`config.mk`:
```
export PLATFORM = sky130hd
export DESIGN_NAME = sorted_timeout_scheduler_flat
export DESIGN_NICKNAME = d
export VERILOG_FILES = /design/src/stq_pkg.sv /design/src/stq_req_if.sv /design/src/stq_rsp_if.sv /design/src/stq_cell.sv /design/src/sorted_timeout_scheduler.sv /design/src/flat_wrapper.sv
export SDC_FILE = /design/constraint.sdc
export NUM_CORES = 2
export LEC_CHECK = 0
export CORE_MARGIN = 2
export CORE_UTILIZATION = 33
export CTS_CLUSTER_DIAMETER = 60
export CTS_CLUSTER_SIZE = 30
export DETAILED_ROUTE_END_ITERATION = 6
export DONT_BUFFER_PORTS = 1
export PLACE_DENSITY_LB_ADDON = 0.25
export SKIP_CTS_REPAIR_TIMING = 1
export SYNTH_ARGS = -nofsm -noshare
export SYNTH_HDL_FRONTEND = slang
export SYNTH_SLANG_ARGS = --single-unit
```
`constraint.sdc`:
```
create_clock -name clk -period 10.7 [get_ports clk]
set_input_delay 0.535 -clock clk [delete_from_list [all_inputs] [get_ports clk]]
set_output_delay 0.535 -clock clk [all_outputs]
set_load 0.1 [all_outputs]
```
`src/stq_pkg.sv`:
```
`default_nettype none
// ----------------------------------------------------------------------------
// stq_pkg
// Shared types and constants of the sorted timeout scheduler.
// ----------------------------------------------------------------------------
package stq_pkg;

    localparam int SLOTS_DEF     = 16;
    localparam int TIME_BITS_DEF = 32;

    localparam int SLOT_FIELD_W  = 4;
    localparam int DELAY_W       = 24;
    localparam int KIND_W        = 2;
    localparam int COUNT_W       = 5;

    typedef enum logic [KIND_W-1:0] {
        KIND_ARMED   = 2'd0,
        KIND_REFUSED = 2'd1,
        KIND_EXPIRED = 2'd2
    } kind_t;

    typedef enum logic {
        ST_IDLE,
        ST_DRAIN
    } state_t;

    typedef struct packed {
        logic insert;
        logic pop;
    } cell_cmd_t;

endpackage
`default_nettype wire

```
`src/stq_req_if.sv`:
```
`default_nettype none
// ----------------------------------------------------------------------------
// stq_req_if
// Request channel: a tick or an arm of one timeout slot.
// ----------------------------------------------------------------------------
interface stq_req_if;
    logic                              valid;
    logic                              ready;
    logic                              action;
    logic [stq_pkg::SLOT_FIELD_W-1:0]  slot;
    logic [stq_pkg::DELAY_W-1:0]       delay_ms;

    modport source (output valid, output action, output slot, output delay_ms,
                    input ready);
    modport sink (input valid, input action, input slot, input delay_ms,
                  output ready);
endinterface
`default_nettype wire

```
`src/stq_rsp_if.sv`:
```
`default_nettype none
// ----------------------------------------------------------------------------
// stq_rsp_if
// Response channel: arm status or an expired slot.
// ----------------------------------------------------------------------------
interface stq_rsp_if;
    logic                              valid;
    logic                              ready;
    logic [stq_pkg::KIND_W-1:0]        kind;
    logic [stq_pkg::SLOT_FIELD_W-1:0]  slot_out;
    logic [stq_pkg::COUNT_W-1:0]       armed_count;
    logic                              last;

    modport source (output valid, output kind, output slot_out, output armed_count,
                    output last, input ready);
    modport sink (input valid, input kind, input slot_out, input armed_count,
                  input last, output ready);
endinterface
`default_nettype wire

```
`src/stq_cell.sv`:
```
`default_nettype none
// ----------------------------------------------------------------------------
// stq_cell
// One queue position: holds a deadline and a slot, compares the deadline
// against a broadcast value, and shifts right on insert or left on pop.
// ----------------------------------------------------------------------------
module stq_cell #(
    parameter int TIME_BITS = stq_pkg::TIME_BITS_DEF
) (
    input  wire                              clk,
    input  wire                              rst_n,
    input  wire stq_pkg::cell_cmd_t          cmd,
    input  wire [TIME_BITS-1:0]              cmp_value,
    input  wire [TIME_BITS-1:0]              new_deadline,
    input  wire [stq_pkg::SLOT_FIELD_W-1:0]  new_slot,
    input  wire                              prev_valid,
    input  wire                              prev_le,
    input  wire [TIME_BITS-1:0]              prev_deadline,
    input  wire [stq_pkg::SLOT_FIELD_W-1:0]  prev_slot,
    input  wire                              next_valid,
    input  wire [TIME_BITS-1:0]              next_deadline,
    input  wire [stq_pkg::SLOT_FIELD_W-1:0]  next_slot,
    output logic                             valid,
    output logic                             le,
    output logic [TIME_BITS-1:0]             deadline,
    output logic [stq_pkg::SLOT_FIELD_W-1:0] slot
);

    logic                              valid_reg;
    logic                              valid_next;
    logic [TIME_BITS-1:0]              deadline_reg;
    logic [TIME_BITS-1:0]              deadline_next;
    logic [stq_pkg::SLOT_FIELD_W-1:0]  slot_reg;
    logic [stq_pkg::SLOT_FIELD_W-1:0]  slot_next;

    assign le       = valid_reg && (deadline_reg <= cmp_value);
    assign valid    = valid_reg;
    assign deadline = deadline_reg;
    assign slot     = slot_reg;

    always_comb
    begin
        valid_next    = valid_reg;
        deadline_next = deadline_reg;
        slot_next     = slot_reg;
        if (cmd.insert)
        begin
            valid_next = valid_reg | prev_valid;
            if (!le)
            begin
                if (prev_le)
                begin
                    deadline_next = new_deadline;
                    slot_next     = new_slot;
                end
                else
                begin
                    deadline_next = prev_deadline;
                    slot_next     = prev_slot;
                end
            end
        end
        else if (cmd.pop)
        begin
            valid_next    = next_valid;
            deadline_next = next_deadline;
            slot_next     = next_slot;
        end
    end

    always_ff @(posedge clk or negedge rst_n)
    begin
        if (!rst_n)
        begin
            valid_reg <= 1'b0;
        end
        else
        begin
            valid_reg <= valid_next;
        end
    end

    always_ff @(posedge clk)
    begin
        deadline_reg <= deadline_next;
        slot_reg     <= slot_next;
    end

endmodule
`default_nettype wire

```
`src/sorted_timeout_scheduler.sv`:
```
`default_nettype none
// ----------------------------------------------------------------------------
// sorted_timeout_scheduler
// Millisecond time base with a deadline-sorted queue of armed timeout slots.
// ----------------------------------------------------------------------------
// An arm request is taken while idle: every queue cell compares its deadline
// with the new one and the whole row shifts in the same cycle, and the status
// transfer is held in the output register. A tick advances the time counter,
// then the expired slots are popped from the head cell of the row one per
// cycle while the response side is free; a stalled response side stretches
// the drain. No new request is taken while a tick is being drained.
module sorted_timeout_scheduler #(
    parameter int SLOTS     = stq_pkg::SLOTS_DEF,
    parameter int TIME_BITS = stq_pkg::TIME_BITS_DEF
) (
    input  wire        clk,
    input  wire        rst_n,
    stq_req_if.sink    req,
    stq_rsp_if.source  rsp
);

    localparam int CNT_W = $clog2(SLOTS + 1);

    stq_pkg::state_t                   state_reg;
    stq_pkg::state_t                   state_next;
    logic [TIME_BITS-1:0]              now_reg;
    logic [TIME_BITS-1:0]              now_next;
    logic [CNT_W-1:0]                  count_reg;
    logic [CNT_W-1:0]                  count_next;
    logic [SLOTS-1:0]                  armed_reg;
    logic [SLOTS-1:0]                  armed_next;

    logic                              out_valid_reg;
    logic                              out_valid_next;
    stq_pkg::kind_t                    out_kind_reg;
    stq_pkg::kind_t                    out_kind_next;
    logic [stq_pkg::SLOT_FIELD_W-1:0]  out_slot_reg;
    logic [stq_pkg::SLOT_FIELD_W-1:0]  out_slot_next;
    logic [stq_pkg::COUNT_W-1:0]       out_count_reg;
    logic [stq_pkg::COUNT_W-1:0]       out_count_next;
    logic                              out_last_reg;
    logic                              out_last_next;

    logic                              cell_valid [SLOTS];
    logic                              cell_le    [SLOTS];
    logic [TIME_BITS-1:0]              cell_dl    [SLOTS];
    logic [stq_pkg::SLOT_FIELD_W-1:0]  cell_slot  [SLOTS];
    logic [SLOTS-1:0]                  valid_vec;

    stq_pkg::cell_cmd_t                cmd;
    logic [TIME_BITS-1:0]              new_dl;
    logic [TIME_BITS-1:0]              cmp_value;
    logic [SLOTS-1:0]                  req_dec;
    logic [SLOTS-1:0]                  head_dec;
    logic                              in_range;
    logic                              refuse;
    logic                              out_free;
    logic                              accept;
    logic                              arm_ok;
    logic                              tick;
    logic                              emit;

    assign new_dl    = now_reg + TIME_BITS'(req.delay_ms);
    assign cmp_value = (state_reg == stq_pkg::ST_IDLE) ? new_dl : now_reg;
    assign in_range  = 32'(req.slot) < SLOTS;

    always_comb
    begin
        for (int i = 0; i < SLOTS; i++)
        begin
            req_dec[i]   = 32'(req.slot) == i;
            head_dec[i]  = 32'(cell_slot[0]) == i;
            valid_vec[i] = cell_valid[i];
        end
    end

    assign refuse = !in_range || (|(armed_reg & req_dec)) ||
                    (count_reg >= CNT_W'(SLOTS));
    assign out_free = !out_valid_reg || rsp.ready;

    // Handshake and cell commands.
    always_comb
    begin
        req.ready  = (state_reg == stq_pkg::ST_IDLE) && out_free;
        accept     = req.valid && req.ready;
        arm_ok     = accept && req.action && !refuse;
        tick       = accept && !req.action;
        emit       = (state_reg == stq_pkg::ST_DRAIN) && cell_le[0] && out_free;
        cmd.insert = arm_ok;
        cmd.pop    = emit;
    end

    // Next state.
    always_comb
    begin
        state_next = state_reg;
        case (state_reg)
            stq_pkg::ST_IDLE:
            begin
                if (tick)
                begin
                    state_next = stq_pkg::ST_DRAIN;
                end
            end
            stq_pkg::ST_DRAIN:
            begin
                if (!cell_le[0] || (out_free && !cell_le[1]))
                begin
                    state_next = stq_pkg::ST_IDLE;
                end
            end
            default:
            begin
                state_next = stq_pkg::ST_IDLE;
            end
        endcase
    end

    always_comb
    begin
        now_next       = tick ? now_reg + TIME_BITS'(1) : now_reg;
        count_next     = count_reg;
        armed_next     = armed_reg;
        out_valid_next = out_valid_reg && !rsp.ready;
        out_kind_next  = out_kind_reg;
        out_slot_next  = out_slot_reg;
        out_count_next = out_count_reg;
        out_last_next  = out_last_reg;
        if (accept && req.action)
        begin
            out_valid_next = 1'b1;
            out_slot_next  = req.slot;
            out_last_next  = 1'b1;
            if (refuse)
            begin
                out_kind_next  = stq_pkg::KIND_REFUSED;
                out_count_next = stq_pkg::COUNT_W'(count_reg);
            end
            else
            begin
                count_next     = count_reg + CNT_W'(1);
                armed_next     = armed_reg | req_dec;
                out_kind_next  = stq_pkg::KIND_ARMED;
                out_count_next = stq_pkg::COUNT_W'(count_reg + CNT_W'(1));
            end
        end
        else if (emit)
        begin
            count_next     = count_reg - CNT_W'(1);
            armed_next     = armed_reg & ~head_dec;
            out_valid_next = 1'b1;
            out_kind_next  = stq_pkg::KIND_EXPIRED;
            out_slot_next  = cell_slot[0];
            out_count_next = stq_pkg::COUNT_W'(count_reg - CNT_W'(1));
            out_last_next  = !cell_le[1];
        end
    end

    always_ff @(posedge clk or negedge rst_n)
    begin
        if (!rst_n)
        begin
            state_reg     <= stq_pkg::ST_IDLE;
            now_reg       <= '0;
            count_reg     <= '0;
            armed_reg     <= '0;
            out_valid_reg <= 1'b0;
        end
        else
        begin
            state_reg     <= state_next;
            now_reg       <= now_next;
            count_reg     <= count_next;
            armed_reg     <= armed_next;
            out_valid_reg <= out_valid_next;
        end
    end

    always_ff @(posedge clk)
    begin
        out_kind_reg  <= out_kind_next;
        out_slot_reg  <= out_slot_next;
        out_count_reg <= out_count_next;
        out_last_reg  <= out_last_next;
    end

    assign rsp.valid       = out_valid_reg;
    assign rsp.kind        = out_kind_reg;
    assign rsp.slot_out    = out_slot_reg;
    assign rsp.armed_count = out_count_reg;
    assign rsp.last        = out_last_reg;

    for (genvar g = 0; g < SLOTS; g++)
    begin : g_cell
        logic                              p_valid;
        logic                              p_le;
        logic [TIME_BITS-1:0]              p_dl;
        logic [stq_pkg::SLOT_FIELD_W-1:0]  p_slot;
        logic                              n_valid;
        logic [TIME_BITS-1:0]              n_dl;
        logic [stq_pkg::SLOT_FIELD_W-1:0]  n_slot;

        if (g == 0)
        begin : g_first
            assign p_valid = 1'b1;
            assign p_le    = 1'b1;
            assign p_dl    = new_dl;
            assign p_slot  = req.slot;
        end
        else
        begin : g_mid
            assign p_valid = cell_valid[g-1];
            assign p_le    = cell_le[g-1];
            assign p_dl    = cell_dl[g-1];
            assign p_slot  = cell_slot[g-1];
        end

        if (g == SLOTS - 1)
        begin : g_end
            assign n_valid = 1'b0;
            assign n_dl    = new_dl;
            assign n_slot  = req.slot;
        end
        else
        begin : g_inner
            assign n_valid = cell_valid[g+1];
            assign n_dl    = cell_dl[g+1];
            assign n_slot  = cell_slot[g+1];
        end

        stq_cell #(
            .TIME_BITS (TIME_BITS)
        ) u_cell (
            .clk           (clk),
            .rst_n         (rst_n),
            .cmd           (cmd),
            .cmp_value     (cmp_value),
            .new_deadline  (new_dl),
            .new_slot      (req.slot),
            .prev_valid    (p_valid),
            .prev_le       (p_le),
            .prev_deadline (p_dl),
            .prev_slot     (p_slot),
            .next_valid    (n_valid),
            .next_deadline (n_dl),
            .next_slot     (n_slot),
            .valid         (cell_valid[g]),
            .le            (cell_le[g]),
            .deadline      (cell_dl[g]),
            .slot          (cell_slot[g])
        );
    end

    a_count_matches_cells: assert property (@(posedge clk) disable iff (!rst_n)
        32'(count_reg) == $countones(valid_vec))
        else $error("queue length differs from occupied cells");

    a_armed_matches_count: assert property (@(posedge clk) disable iff (!rst_n)
        $countones(armed_reg) == 32'(count_reg))
        else $error("armed slots differ from queue length");

    a_head_sorted: assert property (@(posedge clk) disable iff (!rst_n)
        (cell_valid[0] && cell_valid[1]) |-> (cell_dl[0] <= cell_dl[1]))
        else $error("queue head out of deadline order");

    a_drain_pops_due: assert property (@(posedge clk) disable iff (!rst_n)
        emit |=> (count_reg == $past(count_reg) - CNT_W'(1)))
        else $error("expiry transfer did not shorten the queue");

endmodule
`default_nettype wire
```
`src/flat_wrapper.sv`:
```
// flat-port wrapper written by rule: the top's interface ports become plain ports
module sorted_timeout_scheduler_flat 
#(
    parameter int SLOTS     = stq_pkg::SLOTS_DEF,
    parameter int TIME_BITS = stq_pkg::TIME_BITS_DEF
)
  (clk, rst_n, req_valid, req_action, req_slot, req_delay_ms, req_ready, rsp_valid, rsp_kind, rsp_slot_out, rsp_armed_count, rsp_last, rsp_ready);
  stq_req_if req_i ();
  stq_rsp_if rsp_i ();
  input  wire clk;
  input  wire rst_n;
  input wire logic [$bits(req_i.valid)-1:0] req_valid;
  input wire logic [$bits(req_i.action)-1:0] req_action;
  input wire logic [$bits(req_i.slot)-1:0] req_slot;
  input wire logic [$bits(req_i.delay_ms)-1:0] req_delay_ms;
  output wire logic [$bits(req_i.ready)-1:0] req_ready;
  output wire logic [$bits(rsp_i.valid)-1:0] rsp_valid;
  output wire logic [$bits(rsp_i.kind)-1:0] rsp_kind;
  output wire logic [$bits(rsp_i.slot_out)-1:0] rsp_slot_out;
  output wire logic [$bits(rsp_i.armed_count)-1:0] rsp_armed_count;
  output wire logic [$bits(rsp_i.last)-1:0] rsp_last;
  input wire logic [$bits(rsp_i.ready)-1:0] rsp_ready;
  assign req_i.valid = req_valid;
  assign req_i.action = req_action;
  assign req_i.slot = req_slot;
  assign req_i.delay_ms = req_delay_ms;
  assign req_ready = req_i.ready;
  assign rsp_valid = rsp_i.valid;
  assign rsp_kind = rsp_i.kind;
  assign rsp_slot_out = rsp_i.slot_out;
  assign rsp_armed_count = rsp_i.armed_count;
  assign rsp_last = rsp_i.last;
  assign rsp_i.ready = rsp_ready;
  sorted_timeout_scheduler #(.SLOTS(SLOTS), .TIME_BITS(TIME_BITS)) u_core (.clk(clk), .rst_n(rst_n), .req(req_i), .rsp(rsp_i));
endmodule
```
==> impl_metrics.toml <==
[status]
outcome = "finished, final reports clean"

[routing]
remaining_drc_errors = 0
wire_per_inst_microns = 24.5
vias = 42000
via_per_inst = 6.06
ant_nets = 0
firstDrtPassIters = 7
drt_iter0_drc = 4800
wirelength_mm = 170

[synthesis]
yosysTopAreaCell = "edfxtp_1"
synth_edf_count = 587
synth_top_area_share = 0.362
ys_types = 92
synthCells = 5080
ys_warn_count = 0
synth-async-reset-ratio = 0.108
syn_avg_cell_area_sq_um = 9.60
synth_area_sq_um = 48800
synth_nets = 5637
ys_seq_elements = 659
synth-main-ff-cell = "edfxtp_1"
ys_seq_area_frac = 0.398
synthTopCellsByArea = "edfxtp_1 36%, ha_1 13%, nor2_1 3.7%, dfrtp_1 3.6%, a21oi_1 3.6%"

[floorplan]
io_pins = 47
start_util = 0.331
fp.coreArea_sq_um = 147000
fp.dieArea_sq_um = 151000
placementRows = 141
die_x_microns = 388
dieHeight_microns = 388

[place]
place_area_sq_um = 51000
routabilityCongestion = 0.902
port_buffers = 0
dp_slack_ns = 2.19
place.detailed.hpwl_mm = 129

[cts]
cts-htree-levels = 3
cts_buffer_depth = 3
clock-sinks = 659
cts_tree = "built"
cts_buffers = 87
clock_latency_ns = 0.70
clk_pin_slew_ns = 0.07
root_buffer = "clkbuf_16"

[critical_path]
crit_end = "u_core.g_cell[13].u_cell.slot[1]"
cp_data_required_time_ns = 11.03
crit_path_end_kind = "flip-flop"
critPathLaunch = "u_core.now_reg[0]"
arrival_ns = 8.89
cp-start-kind = "flip-flop"
critPathMaxFanout = 36
rr_startpoint = "u_core.now_reg[0]"
r2r_setup_slack_ns = 2.13
path_class = "reg2reg"
worstReg2RegEnd = "u_core.g_cell[13].u_cell.slot[1]"
reg2regPathDepth = 22

[cells_and_area]
multi_input_area_sq_um = 27700
fin_area_sq_um = 54000
largest_reg_flops = 512
drive_gt1_frac = 0.0892
area_growth_pct = 10.8
layout_commonest_cell = "edfxtp_1"
diodes = 0
layout_common_cells = "587 x edfxtp_1, 523 x ha_1, 473 x nor2_1"
seqCellArea_sq_um = 19400
n_fill_cell = 14700
nets = 5487

[sta]
finalWorstSetupSlack_ns = 2.13
finalMaxSlewViolations = 0
post-route-period-util = 0.801
finalClockSkew_ns = 0.0309
finalCriticalPeriod_ns = 8.57
setup_viol = 0
fin_tns_setup_ns = 0
worstMarginPinSlew_ns = 1.37
rsz0062_at_grt = "no"
clock.fmax_mhz = 117
relSlewSlack = 0.0829
hold_viol_final = 0

[global_route]
grt_start_max_net_pins = 134
grt_pass1_wl_mm = 252
track_usage = 0.217
grt-ovfl-total = 0
antenna_found_initial = 0
grt_pass1_vias = 38900

[run]
drv_cap = 0

[power_and_ir_drop]
total_power_mw = 10.3
p_per_area_nw_per_um2 = 191
power.leakage_nw = 20.6
ir_worst_vdd_v = 0.000234

[hold_path]
hold_path.class = "in2reg"
min_from = "req_slot[0]"
==> routing by layer <==
metal  track usage  vias to the layer above  wire (microns)
met2         0.315                     1765           70200
met3        0.0288                      264           12800
met4        0.0619                        0            4850
li1              -                    19500               -
met1         0.331                    20500           81800
met5             0                        -               0
==> layout make-up <==
type / instances / share of cell area
clock buffers: 96 / 0.0423
clock inverters: 65 / 0.0125
inverters: 103 / 0.00716
multi-input cells: 3943 / 0.513
flip-flops and latches: 659 / 0.360
well taps: 1930 / 0.0447
repair buffers: 136 / 0.0205
==> per-stage QoR <==
step,cells,hold slack (ns),util
6_report,6932,0.0576,0.367
5_1_grt,6932,0.0277,0.367
4_1_cts,6929,-0.528,0.367
3_5_place_dp,6768,0.241,0.347
3_3_place_gp,6768,0.241,0.347
2_1_floorplan,5080,0.239,-
==> where the power goes <==
| part | total, mW | switching [mW] | internal, mW |
|---|---|---|---|
| Combinational | 3.55 | 2.31 | 1.23 |
| Clock | 3.07 | 1.34 | 1.73 |
| Sequential | 3.68 | 0.430 | 3.25 |
==> cell families after synthesis <==
family                   Yosys count  synth area share
AO/OA/AOI/OAI                   1658             0.228
XOR/XNOR                          96            0.0172
adder cells (fa/ha/maj)          526             0.135
buffers and inverters            478            0.0411
flip-flops                       659             0.398
multiplexers                     196            0.0414
AND/OR/NAND/NOR                 1467             0.138
==> how the worst min path moves through the flow <==
stage / endpoint / slack [ns] / depth (start not counted)
after detailed placement: u_core.armed_reg[12] / 0.24 / 0
final: u_core.g_cell[14].u_cell.slot[0] / 0.06 / 1
after global placement: u_core.armed_reg[12] / 0.24 / 0
after global routing: u_core.g_cell[14].u_cell.slot[1] / 0.03 / 1
after CTS: u_core.armed_reg[2] / -0.53 / 0
after floorplan: u_core.armed_reg[0] / 0.24 / 0
==> synthesized netlist by cell type (all sizes together) (42+ instances only) <==
cell type	count
a21oi	351
inv	101
o21ai	298
o22ai	239
dfrtp	71
xnor2	59
ha	523
o21a	44
nor2	483
nand3	183
nand2	403
edfxtp	587
a31oi	71
a311oi	88
a21o	112
and3	42
mux2i	151
nand4	102
clkbuf	272
nor3	75
a211oi	82
buf	101
mux2	45
o211ai	101
==> worst max-delay path, cell delays in order, from the launching register on <==
cell and delay, ns:
dfrtp_1 0.44, ha_1 0.23, fa_1 0.44, a21oi_1 0.24, o22ai_2 0.14, nand3_1 0.29, a21o_1 0.29, a211oi_1 0.14
o31ai_1 0.24, buf_4 0.20, a21oi_1 0.10, xor2_1 1.06, mux2i_2 0.30, buf_4 0.33, ha_1 0.33, nand4_1 0.06
or3_1 0.37, nor3_1 0.37, nand3_1 0.26, nor3_1 0.27, nand3_1 0.54, a21oi_1 1.05, nor2_4 0.43
(Power assumes the default switching activity.)
